==> src/rtl/flp_pkg.sv <==
// Shared types and constants for the lead/header/length frame parser.
// No dependencies; every other file in rtl/ refers to this package by scoped names.
`timescale 1ns / 1ps

package flp_pkg;

    // Number of lead bytes that open a frame (legal range 1..7)
    localparam int unsigned LEAD_COUNT = 4;
    localparam int unsigned LEAD_CNT_W = 3;
    localparam int unsigned CFG_IDX_W  = 2;

    // Reset values of the configuration registers
    localparam logic [7:0] LEAD_BYTE_RST   = 8'hFE;
    localparam logic [7:0] HEADER_BYTE_RST = 8'h00;
    localparam logic [7:0] END_BYTE_RST    = 8'h00;

    // Configuration register indexes
    localparam logic [CFG_IDX_W-1:0] CFG_LEAD   = 2'd0;
    localparam logic [CFG_IDX_W-1:0] CFG_HEADER = 2'd1;
    localparam logic [CFG_IDX_W-1:0] CFG_END    = 2'd2;

    typedef enum logic [2:0] {
        PH_LEAD   = 3'd0,
        PH_HEADER = 3'd1,
        PH_CTRL   = 3'd2,
        PH_LEN    = 3'd3,
        PH_DATA   = 3'd4,
        PH_END    = 3'd5
    } phase_t;

    typedef enum logic [2:0] {
        EV_NONE     = 3'd0,
        EV_CONTROL  = 3'd1,
        EV_LENGTH   = 3'd2,
        EV_PAYLOAD  = 3'd3,
        EV_COMPLETE = 3'd4,
        EV_ABORTED  = 3'd5
    } event_t;

    // One result beat
    typedef struct packed {
        event_t     event_res;
        logic [7:0] byte_value;
        logic [7:0] payload_index;
        logic [7:0] frame_control;
        logic [7:0] frame_length;
    } result_t;

    // Register write, as seen by the deframer
    typedef struct packed {
        logic                 valid;
        logic [CFG_IDX_W-1:0] index;
        logic [7:0]           data;
    } cfg_wr_t;

endpackage

==> src/rtl/flp_if.sv <==
// Channel interfaces of the frame parser: received bytes, result events, register writes.
// Depends on flp_pkg.
`timescale 1ns / 1ps

interface flp_byte_if;
    logic       valid;
    logic       ready;
    logic [7:0] rx_byte;

    modport source (output valid, output rx_byte, input ready);
    modport sink   (input valid, input rx_byte, output ready);
endinterface

interface flp_event_if;
    logic       valid;
    logic       ready;
    logic [2:0] event_res;
    logic [7:0] byte_value;
    logic [7:0] payload_index;
    logic [7:0] frame_control;
    logic [7:0] frame_length;

    modport source (output valid, output event_res, output byte_value, output payload_index,
                    output frame_control, output frame_length, input ready);
    modport sink   (input valid, input event_res, input byte_value, input payload_index,
                    input frame_control, input frame_length, output ready);
endinterface

interface flp_cfg_if;
    logic                           valid;
    logic                           ready;
    logic [flp_pkg::CFG_IDX_W-1:0] index;
    logic [7:0]                     data;

    modport source (output valid, output index, output data, input ready);
    modport sink   (input valid, input index, input data, output ready);
endinterface

==> src/rtl/flp_deframer.sv <==
// Frame hunt state, configuration registers and per-byte result decode.
// Depends on flp_pkg.
`timescale 1ns / 1ps

module flp_deframer (
    input  logic             clk,
    input  logic             rst_n,
    input  logic             beat,
    input  logic [7:0]       rx_byte,
    input  flp_pkg::cfg_wr_t cfg_wr,
    output flp_pkg::result_t result
);

    logic [7:0] lead_byte_reg;
    logic [7:0] header_byte_reg;
    logic [7:0] end_byte_reg;

    flp_pkg::phase_t                 phase_reg, phase_next;
    logic [flp_pkg::LEAD_CNT_W-1:0]  lead_seen_reg, lead_seen_next;
    logic [7:0]                      payload_left_reg, payload_left_next;
    logic [7:0]                      payload_pos_reg, payload_pos_next;
    logic [7:0]                      held_control_reg, held_control_next;
    logic [7:0]                      held_length_reg, held_length_next;

    logic [flp_pkg::LEAD_CNT_W-1:0]  lead_inc;
    logic [7:0]                      left_dec;

    // Configuration registers; new values take effect from the next byte
    always_ff @(posedge clk or negedge rst_n)
    begin
        if (!rst_n)
        begin
            lead_byte_reg   <= flp_pkg::LEAD_BYTE_RST;
            header_byte_reg <= flp_pkg::HEADER_BYTE_RST;
            end_byte_reg    <= flp_pkg::END_BYTE_RST;
        end
        else if (cfg_wr.valid)
        begin
            if (cfg_wr.index == flp_pkg::CFG_LEAD)
                lead_byte_reg <= cfg_wr.data;
            if (cfg_wr.index == flp_pkg::CFG_HEADER)
                header_byte_reg <= cfg_wr.data;
            if (cfg_wr.index == flp_pkg::CFG_END)
                end_byte_reg <= cfg_wr.data;
        end
    end

    // Hunt state register
    always_ff @(posedge clk or negedge rst_n)
    begin
        if (!rst_n)
        begin
            phase_reg        <= flp_pkg::PH_LEAD;
            lead_seen_reg    <= '0;
            payload_left_reg <= '0;
            payload_pos_reg  <= '0;
            held_control_reg <= '0;
            held_length_reg  <= '0;
        end
        else if (beat)
        begin
            phase_reg        <= phase_next;
            lead_seen_reg    <= lead_seen_next;
            payload_left_reg <= payload_left_next;
            payload_pos_reg  <= payload_pos_next;
            held_control_reg <= held_control_next;
            held_length_reg  <= held_length_next;
        end
    end

    assign lead_inc = lead_seen_reg + 1'b1;
    assign left_dec = payload_left_reg - 8'd1;

    // Next state and result for the byte at the input
    always_comb
    begin
        phase_next        = phase_reg;
        lead_seen_next    = lead_seen_reg;
        payload_left_next = payload_left_reg;
        payload_pos_next  = payload_pos_reg;
        held_control_next = held_control_reg;
        held_length_next  = held_length_reg;

        result.event_res     = flp_pkg::EV_NONE;
        result.byte_value    = rx_byte;
        result.payload_index = '0;
        result.frame_control = '0;
        result.frame_length  = '0;

        unique case (phase_reg)
            flp_pkg::PH_LEAD:
            begin
                if (rx_byte != lead_byte_reg)
                begin
                    lead_seen_next    = '0;
                    payload_left_next = '0;
                    payload_pos_next  = '0;
                    held_control_next = '0;
                    held_length_next  = '0;
                end
                else
                begin
                    lead_seen_next = lead_inc;
                    if (lead_inc >= flp_pkg::LEAD_CNT_W'(flp_pkg::LEAD_COUNT))
                        phase_next = flp_pkg::PH_HEADER;
                end
            end
            flp_pkg::PH_HEADER:
            begin
                if (rx_byte != header_byte_reg)
                begin
                    phase_next        = flp_pkg::PH_LEAD;
                    lead_seen_next    = '0;
                    payload_left_next = '0;
                    payload_pos_next  = '0;
                    held_control_next = '0;
                    held_length_next  = '0;
                end
                else
                    phase_next = flp_pkg::PH_CTRL;
            end
            flp_pkg::PH_CTRL:
            begin
                held_control_next = rx_byte;
                result.event_res  = flp_pkg::EV_CONTROL;
                phase_next        = flp_pkg::PH_LEN;
            end
            flp_pkg::PH_LEN:
            begin
                held_length_next  = rx_byte;
                payload_left_next = rx_byte;
                payload_pos_next  = '0;
                result.event_res  = flp_pkg::EV_LENGTH;
                phase_next        = (rx_byte == 8'd0) ? flp_pkg::PH_END : flp_pkg::PH_DATA;
            end
            flp_pkg::PH_DATA:
            begin
                result.event_res     = flp_pkg::EV_PAYLOAD;
                result.payload_index = payload_pos_reg;
                payload_pos_next     = payload_pos_reg + 8'd1;
                payload_left_next    = left_dec;
                if (left_dec == 8'd0)
                    phase_next = flp_pkg::PH_END;
            end
            flp_pkg::PH_END:
            begin
                result.event_res     = (rx_byte == end_byte_reg) ? flp_pkg::EV_COMPLETE
                                                                 : flp_pkg::EV_ABORTED;
                result.frame_control = held_control_reg;
                result.frame_length  = held_length_reg;
                phase_next           = flp_pkg::PH_LEAD;
                lead_seen_next       = '0;
                payload_left_next    = '0;
                payload_pos_next     = '0;
                held_control_next    = '0;
                held_length_next     = '0;
            end
            default:
            begin
                // unused phase code: back to the hunt
                phase_next        = flp_pkg::PH_LEAD;
                lead_seen_next    = '0;
                payload_left_next = '0;
                payload_pos_next  = '0;
                held_control_next = '0;
                held_length_next  = '0;
            end
        endcase
    end

endmodule

==> src/rtl/flp_out_buf.sv <==
// Result register with a skid stage, so a new byte is taken while a result waits.
// Depends on flp_pkg.
`timescale 1ns / 1ps

module flp_out_buf (
    input  logic             clk,
    input  logic             rst_n,
    input  logic             push,
    input  flp_pkg::result_t push_data,
    output logic             push_ready,
    output logic             out_valid,
    input  logic             out_ready,
    output flp_pkg::result_t out_data
);

    logic             out_valid_reg, out_valid_next;
    logic             skid_valid_reg, skid_valid_next;
    flp_pkg::result_t out_reg, out_next;
    flp_pkg::result_t skid_reg, skid_next;
    logic             pop;

    assign pop        = out_valid_reg && out_ready;
    assign push_ready = !skid_valid_reg;
    assign out_valid  = out_valid_reg;
    assign out_data   = out_reg;

    // Fill and drain of the two entries
    always_comb
    begin
        out_valid_next  = out_valid_reg;
        skid_valid_next = skid_valid_reg;
        out_next        = out_reg;
        skid_next       = skid_reg;
        priority if (skid_valid_reg)
        begin
            if (pop)
            begin
                out_next        = skid_reg;
                skid_valid_next = 1'b0;
            end
        end
        else if (push)
        begin
            if (!out_valid_reg || pop)
            begin
                out_next       = push_data;
                out_valid_next = 1'b1;
            end
            else
            begin
                skid_next       = push_data;
                skid_valid_next = 1'b1;
            end
        end
        else
            out_valid_next = out_valid_reg && !pop;
    end

    always_ff @(posedge clk or negedge rst_n)
    begin
        if (!rst_n)
        begin
            out_valid_reg  <= 1'b0;
            skid_valid_reg <= 1'b0;
        end
        else
        begin
            out_valid_reg  <= out_valid_next;
            skid_valid_reg <= skid_valid_next;
        end
    end

    // payload, no reset needed
    always_ff @(posedge clk)
    begin
        out_reg  <= out_next;
        skid_reg <= skid_next;
    end

endmodule

==> src/rtl/lead_header_length_frame_parser.sv <==
// Lead/header/length frame parser. Takes one received byte per beat on rx and returns one
// event per byte on evt: a frame is four lead bytes, a header byte, a control byte, a length
// byte, that many payload bytes (streamed with their index) and an end byte that closes the
// frame as complete or aborted. A wrong lead or header byte restarts the hunt. Throughput is
// one byte per clock; each result is held in a result register backed by a one-entry skid
// stage, so rx stalls only when both hold unread results.
// Lead, header and end byte values are written on cfg (index 0, 1, 2; index 3 is ignored).
// Depends on flp_pkg, flp_if, flp_deframer and flp_out_buf.
`timescale 1ns / 1ps

module lead_header_length_frame_parser (
    input  logic  clk,
    input  logic  rst_n,
    flp_byte_if.sink   rx,
    flp_event_if.source evt,
    flp_cfg_if.sink    cfg
);

    logic             beat;
    logic             push_ready;
    flp_pkg::result_t result;
    flp_pkg::result_t out_data;
    flp_pkg::cfg_wr_t cfg_wr;

    // Register writes are always taken
    assign cfg.ready    = 1'b1;
    assign cfg_wr.valid = cfg.valid;
    assign cfg_wr.index = cfg.index;
    assign cfg_wr.data  = cfg.data;

    assign rx.ready = push_ready;
    assign beat     = rx.valid && push_ready;

    flp_deframer u_deframer (
        .clk     (clk),
        .rst_n   (rst_n),
        .beat    (beat),
        .rx_byte (rx.rx_byte),
        .cfg_wr  (cfg_wr),
        .result  (result)
    );

    flp_out_buf u_out_buf (
        .clk        (clk),
        .rst_n      (rst_n),
        .push       (beat),
        .push_data  (result),
        .push_ready (push_ready),
        .out_valid  (evt.valid),
        .out_ready  (evt.ready),
        .out_data   (out_data)
    );

    assign evt.event_res     = out_data.event_res;
    assign evt.byte_value    = out_data.byte_value;
    assign evt.payload_index = out_data.payload_index;
    assign evt.frame_control = out_data.frame_control;
    assign evt.frame_length  = out_data.frame_length;

endmodule

==> src/flat_wrapper.sv <==
// flat-port wrapper written by rule: the top's interface ports become plain ports
module lead_header_length_frame_parser_flat 
  (clk, rst_n, rx_valid, rx_rx_byte, rx_ready, evt_valid, evt_event_res, evt_byte_value, evt_payload_index, evt_frame_control, evt_frame_length, evt_ready, cfg_valid, cfg_index, cfg_data, cfg_ready);
  flp_byte_if rx_i ();
  flp_event_if evt_i ();
  flp_cfg_if cfg_i ();
  input  logic clk;
  input  logic rst_n;
  input wire logic [$bits(rx_i.valid)-1:0] rx_valid;
  input wire logic [$bits(rx_i.rx_byte)-1:0] rx_rx_byte;
  output wire logic [$bits(rx_i.ready)-1:0] rx_ready;
  output wire logic [$bits(evt_i.valid)-1:0] evt_valid;
  output wire logic [$bits(evt_i.event_res)-1:0] evt_event_res;
  output wire logic [$bits(evt_i.byte_value)-1:0] evt_byte_value;
  output wire logic [$bits(evt_i.payload_index)-1:0] evt_payload_index;
  output wire logic [$bits(evt_i.frame_control)-1:0] evt_frame_control;
  output wire logic [$bits(evt_i.frame_length)-1:0] evt_frame_length;
  input wire logic [$bits(evt_i.ready)-1:0] evt_ready;
  input wire logic [$bits(cfg_i.valid)-1:0] cfg_valid;
  input wire logic [$bits(cfg_i.index)-1:0] cfg_index;
  input wire logic [$bits(cfg_i.data)-1:0] cfg_data;
  output wire logic [$bits(cfg_i.ready)-1:0] cfg_ready;
  assign rx_i.valid = rx_valid;
  assign rx_i.rx_byte = rx_rx_byte;
  assign rx_ready = rx_i.ready;
  assign evt_valid = evt_i.valid;
  assign evt_event_res = evt_i.event_res;
  assign evt_byte_value = evt_i.byte_value;
  assign evt_payload_index = evt_i.payload_index;
  assign evt_frame_control = evt_i.frame_control;
  assign evt_frame_length = evt_i.frame_length;
  assign evt_i.ready = evt_ready;
  assign cfg_i.valid = cfg_valid;
  assign cfg_i.index = cfg_index;
  assign cfg_i.data = cfg_data;
  assign cfg_ready = cfg_i.ready;
  lead_header_length_frame_parser u_core (.clk(clk), .rst_n(rst_n), .rx(rx_i), .evt(evt_i), .cfg(cfg_i));
endmodule
==> config.mk <==
export PLATFORM = sky130hd
export DESIGN_NAME = lead_header_length_frame_parser_flat
export DESIGN_NICKNAME = d
export VERILOG_FILES = /design/src/rtl/flp_pkg.sv /design/src/rtl/flp_if.sv /design/src/rtl/flp_deframer.sv /design/src/rtl/flp_out_buf.sv /design/src/rtl/lead_header_length_frame_parser.sv /design/src/flat_wrapper.sv
export SDC_FILE = /design/constraint.sdc
export NUM_CORES = 1
export LEC_CHECK = 0
export BUFFER_PORTS_ARGS = -buffer_cell sky130_fd_sc_hd__buf_2
export CAP_MARGIN = 30
export CORE_MARGIN = 2
export CORE_UTILIZATION = 45
export CTS_CLUSTER_SIZE = 40
export DETAILED_ROUTE_END_ITERATION = 8
export PLACE_DENSITY = 0.63
export RECOVER_POWER = 25
export SYNTH_ARGS = -nofsm -noshare
export SYNTH_HDL_FRONTEND = slang
export SYNTH_SLANG_ARGS = --single-unit
export TNS_END_PERCENT = 50
==> constraint.sdc <==
create_clock -name clk -period 4.1 [get_ports clk]
set_input_delay 0.41 -clock clk [delete_from_list [all_inputs] [get_ports clk]]
set_output_delay 0.41 -clock clk [all_outputs]
set_load 0.05 [all_outputs]
* Yosys cells after proc, flatten, opt, wreduce, memory -nomap -nowiden
Index checks and enable logic that the tools add are counted.
** Word-level totals
- Memory bits (read-only) :: 0
- Memories :: 0
- Input port bits :: 23
- Word-level logic and storage cells :: 104
- Bits in registers :: 134
- Bits in latches :: 0
- Output and inout bits :: 38
- Memory bits (writable) :: 0
** Operators by class
- Order comparisons :: 1
- Multiplexer cells :: 29
- $mul :: 0
- Bitwise gates (word level) :: 6
- Divide/modulo/power cells :: 0
- Reductions and logical operators :: 27
- Add/subtract/negate cells :: 3
- Equality and inequality tests :: 17
- Shifts and indexed selects :: 0
** Operators with widths (count)
- 35-bit 2-to-1 mux :: 4
- 8-bit case mux with 4 select lines :: 3
- 8-bit case mux with 5 select lines :: 1
- 8-bit 2-to-1 mux :: 3
- 8-bit logical NOT :: 2
- 16-bit 2-to-1 mux :: 1
- 8-bit != test :: 2
- 4-bit AND reduction :: 4
- 3-bit 2-to-1 mux :: 5
- 3-bit case mux with 5 select lines :: 1
- 2-bit != test, second input constant :: 6
- 3-bit case mux with 4 select lines :: 1
- 3-bit case mux with 3 select lines :: 1
- 3-bit AND reduction :: 3
- 8-bit by 1-bit adder with 8-bit output, second input constant :: 1
- 8-bit equality test :: 1
- 1-bit 2-to-1 mux :: 8
- 2-bit AND reduction :: 4
- 8-bit by 1-bit subtractor with 8-bit output, second input constant :: 1
- 3-bit by 2-bit equality test with 1-bit output, second input constant :: 2
- 3-bit equality test, second input constant :: 2
- 1-bit inverter :: 6
- 2-bit nonzero test :: 2
- 2-bit OR reduction :: 2
- 13 further kinds :: 17

* Logic depth before layout (Yosys ltp)
- Word-level depth :: 6
- Gate-level depth with buffers :: 8
- Gate-level depth less buffers :: 7

* Hierarchy
Synthesis repeated with hierarchy kept, for this count alone.
** Unflattened totals
- Cells, all modules :: 460
- Area total of the unflattened synthesis :: 6297.3 um^2
** By module, submodules not included
- flp_deframer :: times used 1, area an instance 3629.7 um^2, cells an instance 337, sequential area each 1560.2 um^2
- flp_out_buf :: times used 1, area an instance 2650.0 um^2, cells an instance 120, sequential area each 2152.1 um^2
- lead_header_length_frame_parser :: times used 1, area an instance 17.5 um^2, cells an instance 3, sequential area each 0.0 um^2

* Worst setup path before layout
Ideal clock, no wire load.
- Kind :: register to register
- From :: register u_core.u_out_buf.skid_valid_reg
- To :: register u_core.u_out_buf.out_reg (netlist bit u_core.u_out_buf.out_data[0]), enable pin
- Stages on the path, launching flop included :: 5
- Buffers on the path :: 2
- Period minus slack after synthesis :: 3.033 ns
- Setup time :: 0.439 ns
- Path slack :: 1.067 ns
- Data arrival time :: 2.594 ns
- Required time :: 3.661 ns
- Cells stage by stage :: dfrtp_1 -> buf_4 -> clkbuf_1 -> a21oi_1 -> a21oi_1
** Between the ends
- Cells in the longest elaborated chain, start to end :: 4
- Elaborated cells between the ends (all ways) :: 6
- Those cells by class :: eq/ne: 1; reduce/logical: 5
** Ends and longest elaborated chain
- start: declaration :: RTL line flp_out_buf.sv:17 : logic skid_valid_reg, skid_valid_next;
- start signal: assignment :: RTL line flp_out_buf.sv:69 : skid_valid_reg <= skid_valid_next;
- 1-bit logical NOT :: RTL line flp_out_buf.sv:23 : assign push_ready = !skid_valid_reg;
- 1-bit logical AND :: RTL line lead_header_length_frame_parser.sv:32 : assign beat = rx.valid && push_ready;
- 2-bit nonzero test (no source line)
- 3-bit AND reduction (no source line) *
- end signal: assignment :: RTL line flp_out_buf.sv:76 : out_reg <= out_next;
- end: declaration :: RTL line flp_out_buf.sv:18 : flp_pkg::result_t out_reg, out_next;
Every way passes the cells marked *; elsewhere a longest branch is shown, timed or not.
A chain may end at the register's enable or synchronous reset.

* Worst setup path after layout
- From :: register u_core.u_deframer.phase_reg[0]
- To :: register u_core.u_deframer.held_control_reg[5]
** Between the ends
- Cells in the longest elaborated chain, start to end :: 4
- Elaborated cells between the ends (all ways) :: 11
- Those cells by class :: eq/ne: 6; mux: 1; bitwise: 1; reduce/logical: 3
** Ends and longest elaborated chain
- start: declaration :: RTL line flp_deframer.sv:18 : flp_pkg::phase_t phase_reg, phase_next;
- start signal: assignment :: RTL line flp_deframer.sv:53 : phase_reg <= flp_pkg::PH_LEAD;
- start signal: assignment :: RTL line flp_deframer.sv:62 : phase_reg <= phase_next;
- 3-bit equality test or 3-bit by 2-bit equality test with 1-bit output (tied branches) :: RTL line flp_deframer.sv:90 : unique case (phase_reg)
- 2-bit OR reduction (no source line)
- 1-bit inverter (no source line)
- 4-bit AND reduction (no source line)
- end signal: assignment :: RTL line flp_deframer.sv:66 : held_control_reg <= held_control_next;
- end: declaration :: RTL line flp_deframer.sv:22 : logic [7:0] held_control_reg, held_control_next;
Several ways; a longest one is shown, not always the timed one.

==> run metrics <==
outcome finished with violations; failing checks max-capacitance violations, max-slew violations; total CTS buffers 17; CTS max path bufs 2; post-CTS sizing 0; htree depth 4; unrepaired setup endpoints after global routing no; Lkg Pwr 3.087 nW; top cells by area, synth edfxtp_1 34%, dfrtp_1 23%, mux2_2 11%; layout cell share with drive strength beyond 1 33.27%; top-count cell post-synth edfxtp_1; Diodes inserted 0; Core ar. 13720 um^2; Die ar. 14840 um^2; final setup skew 0.01025 ns; dpl hpwl 8357 um; Hold Vio Cnt, Final 0; drt drc 0; antenna violations before repair 0; Seq/Total Area, Yosys 59.42%; Routability Congestion 0.8677; Crit. End Element register; Sink Count 134; final worst-path cycle share 68.74%; pre-CTS WS 1.318 ns; largest net degree at the start of global routing 36; Root Buffer clkbuf_16; hold-fix buffer count after cts 0; Setup WS post-layout 1.282 ns; post-synthesis register bit count 134; Max FO, Critical Path 34; CTS tree yes; DR vias 3779; Die Span X 121.8 um; Final Max Tran Viols 31; die height 121.8 um; worst-margin pin slew 1.716 ns; number of global-route vias before repair 3706; Row Count 43; mapped cell area 6247 um^2; CP required 4.39 ns; share of the synthesized area in the top cell type 33.65%; Worst VDD drop 0.0003128 V; Syn Inst Count 462; average routed wire per standard cell 17.36 um; async set-reset flop share out of synthesis 47.76%; Hold/Removal Path Class in -> reg; overall routed net length 12310 um; Top FF cell, synth edfxtp_1; nets 543; Setup CP Type reg -> reg; normalized max-slew margin -14.38%; commonest cells in the netlist 70 x edfxtp_1, 60 x mux2_2, 57 x dfrtp_1; 1st-iter DRT viols 286; synthesized net count 489; total power draw 0.005162 W; PortBufs 59; Synth area leader edfxtp_1; YS warnings 0; EDFF count, synth 70; first-pass GRT wire length 19980 um; max-cap violations 1; IO Pins 61; setup bufs post-CTS 0; via/cell ratio 5.330; Area growth syn-to-layout 15.86%; minimum clock period 2.818 ns; max layer used met4; All-Layer GR Usage 17.90%; Met3 Wirelength 520 um; drt pass-1 iters 5; GRT overflow 0; fillcell total 1151; startpoint types register; Max Freq 354.8 MHz; worst-skew pair later-pin latency 0.42 ns; pwr dens 713.1 nW/um^2; Syn Area/Cell 13.52 um^2; clk slew on worst S/H paths 0.06 ns; Critical Path AT 3.11 ns; metal2 WL 5488 um; Initial Utilization 45.54%; Cell variety after synth 55; post-route ant nets 0; Routed met1 length 5988 um; # setup viols final 0; setup_tns 0 ns
==> stage by stage <==
stage          hold WS, ns  instances  utilization [%]  area [um^2]
4_1_cts            0.06669        709            52.86         7252
2_1_floorplan       0.1144        462                -         6247
3_3_place_gp        0.4933        676            48.19         6611
5_1_grt             0.1962        709            52.76         7238
3_5_place_dp        0.4959        677            48.39         6639
6_report            0.1917        709            52.76         7238
==> final timing paths <==
check                                                                     to  slack, ns                                              from  cells past startpoint
max                        u_core.u_deframer.held_control_reg[5]$_DFFE_PN0P_       1.28        u_core.u_deframer.phase_reg[0]$_DFFE_PN0P_                      5
max in group asynchronous     u_core.u_deframer.lead_byte_reg[2]$_DFFE_PN1P_       2.39                                             rst_n                      2
max reg2reg                u_core.u_deframer.held_control_reg[5]$_DFFE_PN0P_       1.28        u_core.u_deframer.phase_reg[0]$_DFFE_PN0P_                      5
min reg2reg                 u_core.u_deframer.held_length_reg[6]$_DFFE_PN0P_       0.51  u_core.u_deframer.held_length_reg[6]$_DFFE_PN0P_                      1
min in group asynchronous     u_core.u_deframer.lead_seen_reg[0]$_DFFE_PN0P_       0.44                                             rst_n                      1
min                                u_core.u_out_buf.skid_valid_reg$_DFF_PN0_       0.19                                         evt_ready                      2
==> worst max-delay path, stage by stage (launching register included) <==
cell     delay, ns
dfrtp_1       0.87
nor2_1        0.32
nand2_2       0.39
nand2_2       0.12
or4_1         0.78
mux2i_1       0.20
==> routing by layer <==
metal	global-route usage (%)	vias up
li1	-	1808
met1	25.06	1850
met2	26.01	102
met3	4.916	19
met4	8.118	0
met5	0	-
==> layout make-up <==
type / count / area (um^2) / share of cell area (%)
flip-flops and latches: 134 / 3712 / 51.29
clock buffers: 19 / 442.9 / 6.119
well taps: 180 / 225.2 / 3.111
clock inverters: 13 / 170.2 / 2.351
multi-input cells: 283 / 2288 / 31.62
inverters: 16 / 60.06 / 0.8297
repair buffers: 64 / 339.1 / 4.685
==> cells by family after synthesis <==
kind of cell | Yosys count | share of synthesized area [%]
adders and majority gates | 4 | 0.8012
DFF | 134 | 59.42
and+or+nand+nor | 126 | 11.94
AOI/OAI and AO/OA | 47 | 5.147
other | 1 | 0.06003
buffers and inverters | 45 | 4.126
xor gates and xnor gates | 26 | 4.006
muxes | 79 | 14.50
==> placed cells by master (no fill, tap or decap), types with 4 or more instances in the layout <==
cell type	Yosys	routed
dfstp_2	7	7
buf_2	2	48
nor3_1	9	9
clkbuf_16	0	17
dfrtp_1	57	57
nand3_1	6	6
xor2_1	16	16
nor2_1	13	13
inv_1	14	14
and3_1	36	36
clkbuf_1	9	12
o41ai_1	5	5
a21oi_1	12	11
buf_4	7	4
o21ai_0	10	10
ha_1	4	4
edfxtp_1	70	70
mux2_2	60	60
nor2b_1	5	5
nand2_1	22	22
a221o_1	7	7
nor4_1	7	7
mux2i_1	11	11
xnor2_1	7	7
mux2_4	8	8
==> where the power goes <==
group	total [W]	switching, W	leakage (nW)	internal [W]
Clock	0.00157	0.000590	0.291	0.000978
Sequential	0.00200	0.000207	1.49	0.00179
Combinational	0.00160	0.00109	1.30	0.000502
Power figures use the tool's default switching activity.
